File: src/hdl/dpd_pkg.sv
// Shared constants, register codes and types of the double pulse detector.
package dpd_pkg;

    localparam int WINDOW_DEF      = 20;
    localparam int SAMPLE_BITS_DEF = 12;
    localparam int MAX_SAMPLES_DEF = 4096;

    localparam int THRESHOLD_W = 13;
    localparam int MIN_GAP_W   = 12;
    localparam int CUT_BASE_W  = 12;
    localparam int CUT_STEP_W  = 10;
    localparam int CFG_DATA_W  = 13;
    localparam int CFG_INDEX_W = 2;

    localparam int IDX_W      = 12;
    localparam int HEIGHT_W   = 12;
    localparam int LEVEL_W    = 3;
    localparam int CUT_LEVELS = 5;

    localparam logic [THRESHOLD_W-1:0] THRESHOLD_RST = 13'd40;
    localparam logic [MIN_GAP_W-1:0]   MIN_GAP_RST   = 12'd100;
    localparam logic [CUT_BASE_W-1:0]  CUT_BASE_RST  = 12'd20;
    localparam logic [CUT_STEP_W-1:0]  CUT_STEP_RST  = 10'd5;

    typedef enum logic [CFG_INDEX_W-1:0] {
        CFG_THRESHOLD = 2'd0,
        CFG_MIN_GAP   = 2'd1,
        CFG_CUT_BASE  = 2'd2,
        CFG_CUT_STEP  = 2'd3
    } cfg_index_t;

    typedef struct packed {
        logic [THRESHOLD_W-1:0] threshold;
        logic [MIN_GAP_W-1:0]   min_gap;
    } judge_cfg_t;

endpackage

File: src/hdl/dpd_sample_if.sv
// Sample channel: one signed ADC sample per transaction with an end-of-waveform flag.
interface dpd_sample_if #(
    parameter int SAMPLE_BITS = dpd_pkg::SAMPLE_BITS_DEF
);
    logic                          valid;
    logic                          ready;
    logic signed [SAMPLE_BITS-1:0] sample;
    logic                          last_sample;

    modport source (output valid, output sample, output last_sample, input ready);
    modport sink   (input valid, input sample, input last_sample, output ready);
endinterface

File: src/hdl/dpd_result_if.sv
// Result channel: one pulse-pair report per transaction.
interface dpd_result_if;
    logic                          valid;
    logic                          ready;
    logic                          first_found;
    logic                          second_found;
    logic [dpd_pkg::IDX_W-1:0]     first_index;
    logic [dpd_pkg::IDX_W-1:0]     second_index;
    logic [dpd_pkg::IDX_W-1:0]     gap_samples;
    logic [dpd_pkg::HEIGHT_W-1:0]  first_height;
    logic [dpd_pkg::HEIGHT_W-1:0]  second_height;
    logic [dpd_pkg::LEVEL_W-1:0]   cut_level;

    modport source (output valid, output first_found, output second_found,
                    output first_index, output second_index, output gap_samples,
                    output first_height, output second_height, output cut_level,
                    input ready);
    modport sink   (input valid, input first_found, input second_found,
                    input first_index, input second_index, input gap_samples,
                    input first_height, input second_height, input cut_level,
                    output ready);
endinterface

File: src/hdl/double_pulse_detector.sv
// Top level of the double pulse detector: chain of lookahead cells, judge and result register.
//
// Samples of a waveform are taken one per clock cycle while the sample channel is ready. Each
// sample's negated value enters a chain of WINDOW cells; a value leaving the end of the chain
// carries the peak of its own lookahead window and is judged there. After the transaction that
// carries the last sample, the chain is flushed with WINDOW-1 empty slots, a drain state finishes
// the judging and a done state loads the report. The sample channel stays not ready until the
// report is loaded, also while an earlier report waits to be taken. Samples past MAX_SAMPLES in
// one waveform are dropped. Registers: 0 threshold, 1 min_gap, 2 cut_base, 3 cut_step.
module double_pulse_detector #(
    parameter int WINDOW      = dpd_pkg::WINDOW_DEF,
    parameter int SAMPLE_BITS = dpd_pkg::SAMPLE_BITS_DEF,
    parameter int MAX_SAMPLES = dpd_pkg::MAX_SAMPLES_DEF
) (
    input  logic                                clk,
    input  logic                                rst_n,
    dpd_sample_if.sink                          samples,
    dpd_result_if.source                        results,
    input  logic                                cfg_we,
    input  logic [dpd_pkg::CFG_INDEX_W-1:0]     cfg_index,
    input  logic [dpd_pkg::CFG_DATA_W-1:0]      cfg_data
);
    localparam int VW    = SAMPLE_BITS + 1;
    localparam int POS_W = $clog2(MAX_SAMPLES);
    localparam int CNT_W = $clog2(MAX_SAMPLES + 1);
    localparam int FW    = $clog2(WINDOW);
    localparam int LW    = (VW > 14) ? VW : 14;

    typedef enum logic [3:0] {
        ST_RUN   = 4'b0001,
        ST_FLUSH = 4'b0010,
        ST_DRAIN = 4'b0100,
        ST_DONE  = 4'b1000
    } state_t;

    state_t state_reg, state_next;

    logic [dpd_pkg::THRESHOLD_W-1:0] threshold_reg;
    logic [dpd_pkg::MIN_GAP_W-1:0]   min_gap_reg;
    logic [dpd_pkg::CUT_BASE_W-1:0]  cut_base_reg;
    logic [dpd_pkg::CUT_STEP_W-1:0]  cut_step_reg;
    dpd_pkg::judge_cfg_t             judge_cfg;

    logic [CNT_W-1:0] count_reg, count_next;
    logic [FW-1:0]    flush_reg, flush_next;
    logic             fresh_reg;

    logic             accept;
    logic             shift;
    logic             load;
    logic             clear;
    logic signed [VW-1:0] entry_value;
    logic             entry_valid;

    logic                 cell_valid [WINDOW];
    logic signed [VW-1:0] cell_value [WINDOW];
    logic signed [VW-1:0] cell_peak  [WINDOW];

    logic                 first_seen, second_seen;
    logic [POS_W-1:0]     first_pos, second_pos;
    logic signed [VW-1:0] first_peak, second_peak;

    logic [dpd_pkg::LEVEL_W-1:0] level;
    logic [LW-1:0]               cut_at;

    logic                          out_valid_reg;
    logic                          out_first_found_reg;
    logic                          out_second_found_reg;
    logic [dpd_pkg::IDX_W-1:0]     out_first_index_reg;
    logic [dpd_pkg::IDX_W-1:0]     out_second_index_reg;
    logic [dpd_pkg::IDX_W-1:0]     out_gap_reg;
    logic [dpd_pkg::HEIGHT_W-1:0]  out_first_height_reg;
    logic [dpd_pkg::HEIGHT_W-1:0]  out_second_height_reg;
    logic [dpd_pkg::LEVEL_W-1:0]   out_cut_level_reg;

    // Configuration registers
    always_ff @(posedge clk or negedge rst_n)
    begin
        if (!rst_n)
        begin
            threshold_reg <= dpd_pkg::THRESHOLD_RST;
            min_gap_reg   <= dpd_pkg::MIN_GAP_RST;
            cut_base_reg  <= dpd_pkg::CUT_BASE_RST;
            cut_step_reg  <= dpd_pkg::CUT_STEP_RST;
        end
        else if (cfg_we)
        begin
            unique case (dpd_pkg::cfg_index_t'(cfg_index))
                dpd_pkg::CFG_THRESHOLD: threshold_reg <= cfg_data[dpd_pkg::THRESHOLD_W-1:0];
                dpd_pkg::CFG_MIN_GAP:   min_gap_reg   <= cfg_data[dpd_pkg::MIN_GAP_W-1:0];
                dpd_pkg::CFG_CUT_BASE:  cut_base_reg  <= cfg_data[dpd_pkg::CUT_BASE_W-1:0];
                dpd_pkg::CFG_CUT_STEP:  cut_step_reg  <= cfg_data[dpd_pkg::CUT_STEP_W-1:0];
                default: ;
            endcase
        end
    end

    assign judge_cfg.threshold = threshold_reg;
    assign judge_cfg.min_gap   = min_gap_reg;

    // Sequencer
    assign samples.ready = (state_reg == ST_RUN);
    assign accept        = samples.valid && samples.ready;
    assign load          = (state_reg == ST_DONE) && (!out_valid_reg || results.ready);
    assign clear         = load;
    assign shift         = (accept && (count_reg < CNT_W'(MAX_SAMPLES)))
                           || (state_reg == ST_FLUSH);
    assign entry_valid   = (state_reg == ST_RUN);
    // Flush slots enter as zero so they never raise a peak.
    assign entry_value   = (state_reg == ST_RUN) ? -VW'(samples.sample) : '0;

    always_comb
    begin
        state_next = state_reg;
        count_next = count_reg;
        flush_next = flush_reg;
        unique case (state_reg)
            ST_RUN:
            begin
                if (accept && (count_reg < CNT_W'(MAX_SAMPLES)))
                begin
                    count_next = count_reg + 1'b1;
                end
                if (accept && samples.last_sample)
                begin
                    state_next = ST_FLUSH;
                    flush_next = '0;
                end
            end
            ST_FLUSH:
            begin
                flush_next = flush_reg + 1'b1;
                if (flush_reg == FW'(WINDOW - 2))
                begin
                    state_next = ST_DRAIN;
                end
            end
            ST_DRAIN:
            begin
                state_next = ST_DONE;
            end
            ST_DONE:
            begin
                if (load)
                begin
                    state_next = ST_RUN;
                    count_next = '0;
                end
            end
            default:
            begin
                state_next = ST_RUN;
            end
        endcase
    end

    always_ff @(posedge clk or negedge rst_n)
    begin
        if (!rst_n)
        begin
            state_reg <= ST_RUN;
            count_reg <= '0;
            flush_reg <= '0;
            fresh_reg <= 1'b0;
        end
        else
        begin
            state_reg <= state_next;
            count_reg <= count_next;
            flush_reg <= flush_next;
            fresh_reg <= shift;
        end
    end

    // Lookahead chain: cell 0 takes the newest value, the last cell holds the oldest.
    for (genvar i = 0; i < WINDOW; i++)
    begin : g_cell
        if (i == 0)
        begin : g_head
            dpd_cell #(
                .SAMPLE_BITS (SAMPLE_BITS)
            ) u_cell (
                .clk         (clk),
                .rst_n       (rst_n),
                .shift       (shift),
                .clear       (clear),
                .entry_value (entry_value),
                .prev_valid  (entry_valid),
                .prev_value  (entry_value),
                .prev_peak   ('0),
                .valid       (cell_valid[i]),
                .value       (cell_value[i]),
                .peak        (cell_peak[i])
            );
        end
        else
        begin : g_body
            dpd_cell #(
                .SAMPLE_BITS (SAMPLE_BITS)
            ) u_cell (
                .clk         (clk),
                .rst_n       (rst_n),
                .shift       (shift),
                .clear       (clear),
                .entry_value (entry_value),
                .prev_valid  (cell_valid[i-1]),
                .prev_value  (cell_value[i-1]),
                .prev_peak   (cell_peak[i-1]),
                .valid       (cell_valid[i]),
                .value       (cell_value[i]),
                .peak        (cell_peak[i])
            );
        end
    end

    dpd_judge #(
        .SAMPLE_BITS (SAMPLE_BITS),
        .MAX_SAMPLES (MAX_SAMPLES)
    ) u_judge (
        .clk         (clk),
        .rst_n       (rst_n),
        .clear       (clear),
        .fresh       (fresh_reg),
        .arr_valid   (cell_valid[WINDOW-1]),
        .arr_value   (cell_value[WINDOW-1]),
        .arr_peak    (cell_peak[WINDOW-1]),
        .cfg         (judge_cfg),
        .first_seen  (first_seen),
        .first_pos   (first_pos),
        .first_peak  (first_peak),
        .second_seen (second_seen),
        .second_pos  (second_pos),
        .second_peak (second_peak)
    );

    // Count the height cuts the second peak meets.
    always_comb
    begin
        level  = '0;
        cut_at = '0;
        for (int k = 0; k < dpd_pkg::CUT_LEVELS; k++)
        begin
            cut_at = LW'(cut_base_reg) + LW'(cut_step_reg) * LW'(k);
            if (second_seen && (LW'(second_peak) >= cut_at))
            begin
                level = level + 1'b1;
            end
        end
    end

    // Result register
    always_ff @(posedge clk or negedge rst_n)
    begin
        if (!rst_n)
        begin
            out_valid_reg <= 1'b0;
        end
        else if (load)
        begin
            out_valid_reg <= 1'b1;
        end
        else if (results.ready)
        begin
            out_valid_reg <= 1'b0;
        end
    end

    always_ff @(posedge clk)
    begin
        if (load)
        begin
            out_first_found_reg   <= first_seen;
            out_second_found_reg  <= second_seen;
            out_first_index_reg   <= dpd_pkg::IDX_W'(first_pos);
            out_second_index_reg  <= dpd_pkg::IDX_W'(second_pos);
            out_gap_reg           <= second_seen ? dpd_pkg::IDX_W'(second_pos - first_pos) : '0;
            out_first_height_reg  <= dpd_pkg::HEIGHT_W'(first_peak);
            out_second_height_reg <= dpd_pkg::HEIGHT_W'(second_peak);
            out_cut_level_reg     <= level;
        end
    end

    assign results.valid         = out_valid_reg;
    assign results.first_found   = out_first_found_reg;
    assign results.second_found  = out_second_found_reg;
    assign results.first_index   = out_first_index_reg;
    assign results.second_index  = out_second_index_reg;
    assign results.gap_samples   = out_gap_reg;
    assign results.first_height  = out_first_height_reg;
    assign results.second_height = out_second_height_reg;
    assign results.cut_level     = out_cut_level_reg;

    // A second pulse is only ever reported together with a first one.
    a_second_needs_first : assert property (@(posedge clk) disable iff (!rst_n)
        results.valid |-> (!results.second_found || results.first_found))
        else $error("second pulse reported without a first pulse");

    // The gap agrees with the two reported positions.
    a_gap_consistent : assert property (@(posedge clk) disable iff (!rst_n)
        (results.valid && results.second_found)
            |-> (results.gap_samples == dpd_pkg::IDX_W'(results.second_index
                                                        - results.first_index)))
        else $error("gap does not match the reported positions");

    // No cut level without a second pulse, and never above the number of cuts.
    a_level_range : assert property (@(posedge clk) disable iff (!rst_n)
        results.valid |-> ((results.cut_level <= dpd_pkg::LEVEL_W'(dpd_pkg::CUT_LEVELS))
                           && (results.second_found || (results.cut_level == '0))))
        else $error("cut level out of range");

    // The end of a waveform closes the sample channel for the flush.
    a_last_closes_input : assert property (@(posedge clk) disable iff (!rst_n)
        (accept && samples.last_sample) |=> !samples.ready)
        else $error("sample taken during the end-of-waveform flush");
endmodule

File: src/hdl/dpd_cell.sv
// One cell of the lookahead chain: a pulse value and the running peak of it and what followed it.
module dpd_cell #(
    parameter int SAMPLE_BITS = dpd_pkg::SAMPLE_BITS_DEF
) (
    input  logic                        clk,
    input  logic                        rst_n,
    input  logic                        shift,
    input  logic                        clear,
    input  logic signed [SAMPLE_BITS:0] entry_value,
    input  logic                        prev_valid,
    input  logic signed [SAMPLE_BITS:0] prev_value,
    input  logic signed [SAMPLE_BITS:0] prev_peak,
    output logic                        valid,
    output logic signed [SAMPLE_BITS:0] value,
    output logic signed [SAMPLE_BITS:0] peak
);
    logic                        valid_reg;
    logic signed [SAMPLE_BITS:0] value_reg;
    logic signed [SAMPLE_BITS:0] peak_reg;
    logic signed [SAMPLE_BITS:0] peak_next;

    // Every cell sees the value entering the chain and folds it into its peak.
    assign peak_next = (entry_value > prev_peak) ? entry_value : prev_peak;

    always_ff @(posedge clk or negedge rst_n)
    begin
        if (!rst_n)
        begin
            valid_reg <= 1'b0;
        end
        else if (clear)
        begin
            valid_reg <= 1'b0;
        end
        else if (shift)
        begin
            valid_reg <= prev_valid;
        end
    end

    always_ff @(posedge clk)
    begin
        if (shift)
        begin
            value_reg <= prev_value;
            peak_reg  <= peak_next;
        end
    end

    assign valid = valid_reg;
    assign value = value_reg;
    assign peak  = peak_reg;
endmodule

File: src/hdl/dpd_judge.sv
// Pulse judge at the end of the chain: records the first pulse and the later second pulse.
module dpd_judge #(
    parameter int SAMPLE_BITS = dpd_pkg::SAMPLE_BITS_DEF,
    parameter int MAX_SAMPLES = dpd_pkg::MAX_SAMPLES_DEF
) (
    input  logic                              clk,
    input  logic                              rst_n,
    input  logic                              clear,
    input  logic                              fresh,
    input  logic                              arr_valid,
    input  logic signed [SAMPLE_BITS:0]       arr_value,
    input  logic signed [SAMPLE_BITS:0]       arr_peak,
    input  dpd_pkg::judge_cfg_t               cfg,
    output logic                              first_seen,
    output logic [$clog2(MAX_SAMPLES)-1:0]    first_pos,
    output logic signed [SAMPLE_BITS:0]       first_peak,
    output logic                              second_seen,
    output logic [$clog2(MAX_SAMPLES)-1:0]    second_pos,
    output logic signed [SAMPLE_BITS:0]       second_peak
);
    localparam int VW    = SAMPLE_BITS + 1;
    localparam int V2W   = VW + 1;
    localparam int POS_W = $clog2(MAX_SAMPLES);
    localparam int TW    = (V2W > dpd_pkg::THRESHOLD_W + 1) ? V2W : dpd_pkg::THRESHOLD_W + 1;
    localparam int CW    = (POS_W > dpd_pkg::MIN_GAP_W) ? POS_W : dpd_pkg::MIN_GAP_W;

    logic                     first_seen_reg, first_seen_next;
    logic                     second_seen_reg, second_seen_next;
    logic [POS_W-1:0]         pos_reg, pos_next;
    logic [POS_W-1:0]         first_pos_reg, first_pos_next;
    logic [POS_W-1:0]         second_pos_reg, second_pos_next;
    logic signed [VW-1:0]     first_peak_reg, first_peak_next;
    logic signed [VW-1:0]     second_peak_reg, second_peak_next;

    logic signed [V2W-1:0]    twice;
    logic signed [TW-1:0]     twice_ext;
    logic signed [TW-1:0]     thr_ext;
    logic [POS_W-1:0]         pos_gap;
    logic                     is_pulse;
    logic                     far_enough;

    always_comb
    begin
        twice      = $signed({arr_value, 1'b0});
        twice_ext  = TW'(twice);
        thr_ext    = $signed(TW'(cfg.threshold));
        pos_gap    = pos_reg - first_pos_reg;
        far_enough = CW'(pos_gap) > CW'(cfg.min_gap);
        is_pulse   = fresh && arr_valid && !second_seen_reg
                     && (twice_ext >= thr_ext) && (twice > V2W'(arr_peak));

        first_seen_next  = first_seen_reg;
        first_pos_next   = first_pos_reg;
        first_peak_next  = first_peak_reg;
        second_seen_next = second_seen_reg;
        second_pos_next  = second_pos_reg;
        second_peak_next = second_peak_reg;
        pos_next         = pos_reg;

        if (fresh && arr_valid)
        begin
            pos_next = pos_reg + 1'b1;
        end
        if (is_pulse && !first_seen_reg)
        begin
            first_seen_next = 1'b1;
            first_pos_next  = pos_reg;
            first_peak_next = arr_peak;
        end
        else if (is_pulse && far_enough)
        begin
            second_seen_next = 1'b1;
            second_pos_next  = pos_reg;
            second_peak_next = arr_peak;
        end
    end

    always_ff @(posedge clk or negedge rst_n)
    begin
        if (!rst_n)
        begin
            first_seen_reg  <= 1'b0;
            second_seen_reg <= 1'b0;
            pos_reg         <= '0;
            first_pos_reg   <= '0;
            second_pos_reg  <= '0;
            first_peak_reg  <= '0;
            second_peak_reg <= '0;
        end
        else if (clear)
        begin
            first_seen_reg  <= 1'b0;
            second_seen_reg <= 1'b0;
            pos_reg         <= '0;
            first_pos_reg   <= '0;
            second_pos_reg  <= '0;
            first_peak_reg  <= '0;
            second_peak_reg <= '0;
        end
        else
        begin
            first_seen_reg  <= first_seen_next;
            second_seen_reg <= second_seen_next;
            pos_reg         <= pos_next;
            first_pos_reg   <= first_pos_next;
            second_pos_reg  <= second_pos_next;
            first_peak_reg  <= first_peak_next;
            second_peak_reg <= second_peak_next;
        end
    end

    assign first_seen  = first_seen_reg;
    assign first_pos   = first_pos_reg;
    assign first_peak  = first_peak_reg;
    assign second_seen = second_seen_reg;
    assign second_pos  = second_pos_reg;
    assign second_peak = second_peak_reg;
endmodule

File: src/flat_wrapper.sv
// flat-port wrapper written by rule: the top's interface ports become plain ports
module double_pulse_detector_flat 
#(
    parameter int WINDOW      = dpd_pkg::WINDOW_DEF,
    parameter int SAMPLE_BITS = dpd_pkg::SAMPLE_BITS_DEF,
    parameter int MAX_SAMPLES = dpd_pkg::MAX_SAMPLES_DEF
)
  (clk, rst_n, cfg_we, cfg_index, cfg_data, samples_valid, samples_sample, samples_last_sample, samples_ready, results_valid, results_first_found, results_second_found, results_first_index, results_second_index, results_gap_samples, results_first_height, results_second_height, results_cut_level, results_ready);
  dpd_sample_if #(.SAMPLE_BITS(SAMPLE_BITS)) samples_i ();
  dpd_result_if results_i ();
  input  logic clk;
  input  logic rst_n;
  input  logic cfg_we;
  input  logic [dpd_pkg::CFG_INDEX_W-1:0] cfg_index;
  input  logic [dpd_pkg::CFG_DATA_W-1:0] cfg_data;
  input wire logic [$bits(samples_i.valid)-1:0] samples_valid;
  input wire logic [$bits(samples_i.sample)-1:0] samples_sample;
  input wire logic [$bits(samples_i.last_sample)-1:0] samples_last_sample;
  output wire logic [$bits(samples_i.ready)-1:0] samples_ready;
  output wire logic [$bits(results_i.valid)-1:0] results_valid;
  output wire logic [$bits(results_i.first_found)-1:0] results_first_found;
  output wire logic [$bits(results_i.second_found)-1:0] results_second_found;
  output wire logic [$bits(results_i.first_index)-1:0] results_first_index;
  output wire logic [$bits(results_i.second_index)-1:0] results_second_index;
  output wire logic [$bits(results_i.gap_samples)-1:0] results_gap_samples;
  output wire logic [$bits(results_i.first_height)-1:0] results_first_height;
  output wire logic [$bits(results_i.second_height)-1:0] results_second_height;
  output wire logic [$bits(results_i.cut_level)-1:0] results_cut_level;
  input wire logic [$bits(results_i.ready)-1:0] results_ready;
  assign samples_i.valid = samples_valid;
  assign samples_i.sample = samples_sample;
  assign samples_i.last_sample = samples_last_sample;
  assign samples_ready = samples_i.ready;
  assign results_valid = results_i.valid;
  assign results_first_found = results_i.first_found;
  assign results_second_found = results_i.second_found;
  assign results_first_index = results_i.first_index;
  assign results_second_index = results_i.second_index;
  assign results_gap_samples = results_i.gap_samples;
  assign results_first_height = results_i.first_height;
  assign results_second_height = results_i.second_height;
  assign results_cut_level = results_i.cut_level;
  assign results_i.ready = results_ready;
  double_pulse_detector #(.WINDOW(WINDOW), .SAMPLE_BITS(SAMPLE_BITS), .MAX_SAMPLES(MAX_SAMPLES)) u_core (.clk(clk), .rst_n(rst_n), .samples(samples_i), .results(results_i), .cfg_we(cfg_we), .cfg_index(cfg_index), .cfg_data(cfg_data));
endmodule
File: config.mk
export PLATFORM = sky130hd
export DESIGN_NAME = double_pulse_detector_flat
export DESIGN_NICKNAME = d
export VERILOG_FILES = /design/src/hdl/dpd_pkg.sv /design/src/hdl/dpd_sample_if.sv /design/src/hdl/dpd_result_if.sv /design/src/hdl/double_pulse_detector.sv /design/src/hdl/dpd_cell.sv /design/src/hdl/dpd_judge.sv /design/src/flat_wrapper.sv
export SDC_FILE = /design/constraint.sdc
export NUM_CORES = 1
export LEC_CHECK = 0
export BUFFER_PORTS_ARGS = -buffer_cell sky130_fd_sc_hd__clkbuf_2
export CORE_MARGIN = 8
export CORE_UTILIZATION = 45
export DETAILED_ROUTE_END_ITERATION = 10
export GPL_TIMING_DRIVEN = 1
export HOLD_SLACK_MARGIN = 0.12
export PLACE_DENSITY = 0.6
export SLEW_MARGIN = 15
export SYNTH_ARGS = -nofsm -noshare
export SYNTH_HDL_FRONTEND = slang
export SYNTH_SLANG_ARGS = --single-unit
File: constraint.sdc
create_clock -name clk -period 40.8 [get_ports clk]
set_clock_uncertainty 0.05 [all_clocks]
set_input_delay 2.04 -clock clk [delete_from_list [all_inputs] [get_ports clk]]
set_output_delay 2.04 -clock clk [all_outputs]
set_load 0.03 [all_outputs]
==> flow_metrics.tcl <==
set metrics [dict create \
    drive_above_1_share_pct 15.6 \
    rows 107 \
    post-place-ws_ns 34.15 \
    rsz0062_at_grt "no" \
    startpoint_type "input pin" \
    finalWeightedCongestion 0.859 \
    slew_viol_final 0 \
    synth.avg_cell_area_sq_um 12.8 \
    io_pins 100 \
    synth_seq_cells 739 \
    post_cts_buffers 0 \
    synthFlopType "edfxtp_1" \
    grt_pass1_vias 24200 \
    wl_met2_mm 40.1 \
    dp_hpwl_mm 55.0 \
    wl_met1_mm 36.5 \
    top_layer "met4" \
    clk_latency_ns 0.63 \
    drtPass1Iterations 5 \
    fp.dieH_um 309 \
    maxCapViolCount 0 \
    dieArea_sq_um 95400 \
    p_clk_share_pct 28.6 \
    grt_pass1_wl_mm 132 \
    drt-total-wl_mm 82.5 \
    p_int_w 0.00176 \
    switching_power_w 0.000779 \
    grt_usage_pct 17.1 \
    outcome "finished clean" \
    critPathKind "input pin to flip-flop" \
    hold_viol 0 \
    clk_path_buf_depth 3 \
    fmax_mhz 165 \
    ctsHoldBuffers 0 \
    arrival_ns 6.36 \
    p_leak_nw 18.8 \
    postSynth.asyncResetShare_pct 20.8 \
    placed_cell_area_sq_um 40600 \
    grt_max_degree 182 \
    final_nets 3606 \
    ant_nets 0 \
    cp.required_ns 41.10 \
    routedWlPerCell_um 18.9 \
    power.density_nw_per_um2 58.7 \
    via_per_inst 5.37 \
    whs_ns 0.341 \
    clk_pin_slew_ns 0.06 \
    vias 23400 \
    met3WireLength_mm 3.31 \
    final_area_sq_um 43200 \
    cts.sinks 739 \
    slew_headroom_pct 18.4 \
    synth_cells 3011 \
    netlist_area_sq_um 38600 \
    hold_class "flip-flop to flip-flop" \
    synth_edf_count 585 \
    area_growth_pct 12.0 \
    core_sq_um 85000 \
    post-route-period-util_pct 14.9 \
    die_w_um 309 \
    placement.io_buffers 99 \
    ys_types 78 \
    layout_common_cells "edfxtp_1 (585), ha_1 (412), inv_1 (334)" \
    power_frac_comb_pct 29.4 \
    cts_made_buffers 81 \
    path_cells "clkbuf_2, inv_1, ha_1, nand2_1, buf_4, inv_1, ha_1, nor2b_1, o21a_1, o21a_1, o21ai_0, nand2b_1, a2111oi_0, o32ai_4, mux2_2" \
    yosys_warnings 0 \
    reg2reg_slack_ns 34.91 \
    root_buffer "clkbuf_16" \
    switching_share_pct 30.7 \
    setup_tns_ns 0 \
    ys_seq_area_share_pct 55.6 \
    pwr-share-seq_pct 42.0 \
    post_cts_resized 0 \
    vdd_ir_drop_max_uv 48.9 \
    h-tree-depth 3 \
    cpMaxStageDelayCell "inv_1" \
    cts_tree "built" \
    dr.first_iter.drc_count 1221 \
    antenna_cells 0 \
    max_stage_delay_ns 0.92 \
    post-route-min-period_ns 6.06 \
    p_total_w 0.00254 \
    worst_slack_ns 34.74 \
    start_util_pct 45.4 \
    drcViolationCount 0 \
    crit_fanout 21 \
    end_kind "flip-flop" \
    syn_nets 3471 \
    antenna_found_initial 0 \
    layout_commonest_cell "edfxtp_1" \
    tightest_slew_ns 1.22 \
    setup_viol 0 \
    gr-total-overflow 0 \
]
## layer usage
| metal | vias to the layer above | GRT usage (%) |
|---|---|---|
| li1 | 11300 | - |
| met1 | 11500 | 22.0 |
| met2 | 460 | 29.6 |
| met3 | 178 | 2.51 |
| met4 | 0 | 6.10 |
| met5 | - | 0 |
## worst paths after layout
kind	end	cells past startpoint	from
max reg2reg	u_core.results.cut_level[1]	19	u_core.cut_step_reg[1]
max	u_core.g_cell[6].g_body.u_cell.peak[8]	15	samples_sample[0]
max in group asynchronous	u_core.cut_step_reg[1]	2	rst_n
min in group asynchronous	u_core.count_reg[9]	1	rst_n
min	u_core.g_cell[17].g_body.u_cell.value[9]	0	u_core.g_cell[16].g_body.u_cell.value[9]
min reg2reg	u_core.g_cell[17].g_body.u_cell.value[9]	0	u_core.g_cell[16].g_body.u_cell.value[9]
## critical path, delay by kind of cell
kind | cells | cell delay, ns
buffers and inverters | 4 | 1.34
AOI/OAI and AO/OA | 5 | 1.62
and+or+nand+nor | 3 | 0.27
muxes | 1 | 0.37
adders and majority gates | 2 | 0.71
## Yosys cell counts, types with 5 or more instances
| master | count | area [sq um] |
|---|---|---|
| ha_1 | 412 | 5150 |
| clkbuf_1 | 43 | 161 |
| inv_1 | 335 | 1260 |
| or2_2 | 15 | 93.8 |
| a21oi_1 | 127 | 636 |
| o211ai_1 | 17 | 128 |
| a31o_2 | 10 | 87.6 |
| xor2_1 | 41 | 359 |
| edfxtp_1 | 585 | 17600 |
| buf_4 | 9 | 67.6 |
| dfstp_2 | 10 | 263 |
| a2111oi_0 | 10 | 87.6 |
| mux2_2 | 190 | 2140 |
| o21a_1 | 43 | 323 |
| buf_2 | 21 | 105 |
| a21o_1 | 75 | 563 |
| nand2b_1 | 34 | 213 |
| and3_1 | 14 | 87.6 |
| nand3b_1 | 5 | 37.5 |
| dfrtp_1 | 144 | 3600 |
| or3_1 | 6 | 37.5 |
| o21ai_0 | 93 | 465 |
| nand4_1 | 30 | 188 |
| nand2_1 | 132 | 495 |
| and2_1 | 5 | 31.3 |
| a211o_1 | 18 | 158 |
| nor2b_1 | 36 | 225 |
| fa_1 | 15 | 300 |
| nor3_1 | 19 | 95.1 |
| mux2i_1 | 146 | 1460 |
| and4_1 | 5 | 43.8 |
| a211oi_1 | 17 | 128 |
| nor2_1 | 144 | 541 |
| nand3_1 | 66 | 330 |
| xnor2_1 | 31 | 272 |
| o41ai_1 | 8 | 70.1 |
| o32ai_1 | 8 | 70.1 |
| a31oi_1 | 8 | 50.1 |
| nor4_1 | 15 | 93.8 |
## kinds of logic (layout without fill, tap and decap cells)
kind of cell | after synthesis | in the layout | share of synthesized area [%]
compound gates | 476 | 476 | 8.11
xor+xnor | 75 | 75 | 1.78
fa+ha+maj | 427 | 427 | 14.1
buf+inv | 414 | 616 | 4.18
flops | 739 | 739 | 55.6
mux | 336 | 336 | 9.33
other cells | 1 | 1 | 0.00972
simple gates | 543 | 543 | 6.90
## metrics by stage
| stage | utilization [%] | std cells |
|---|---|---|
| CTS | 50.8 | 4357 |
| global placement | 47.7 | 4207 |
| finish | 50.8 | 4357 |
| floorplan | - | 3011 |
| global route | 50.8 | 4357 |
| detailed placement | 47.7 | 4207 |
## power by group through the flow
stage / sequential (W) / combinational [W] / clock [W]
after floorplan: 0.00109 / 0.000573 / 0
after global placement: 0.00108 / 0.000700 / 0
after detailed placement: 0.00108 / 0.000739 / 0
after CTS: 0.00107 / 0.000745 / 0.000747
after global routing: 0.00108 / 0.000836 / 0.000774
final: 0.00107 / 0.000747 / 0.000725
## layout make-up
cell class | instances | area [sq um]
clock buffers | 104 | 2160
clock inverters | 46 | 474
fillers | 7241 | 41800
inverters | 337 | 1270
multi-input cells | 1858 | 15700
flip-flops and latches | 739 | 21400
well taps | 1144 | 1430
repair buffers | 129 | 739
(Power assumes the default switching activity.)
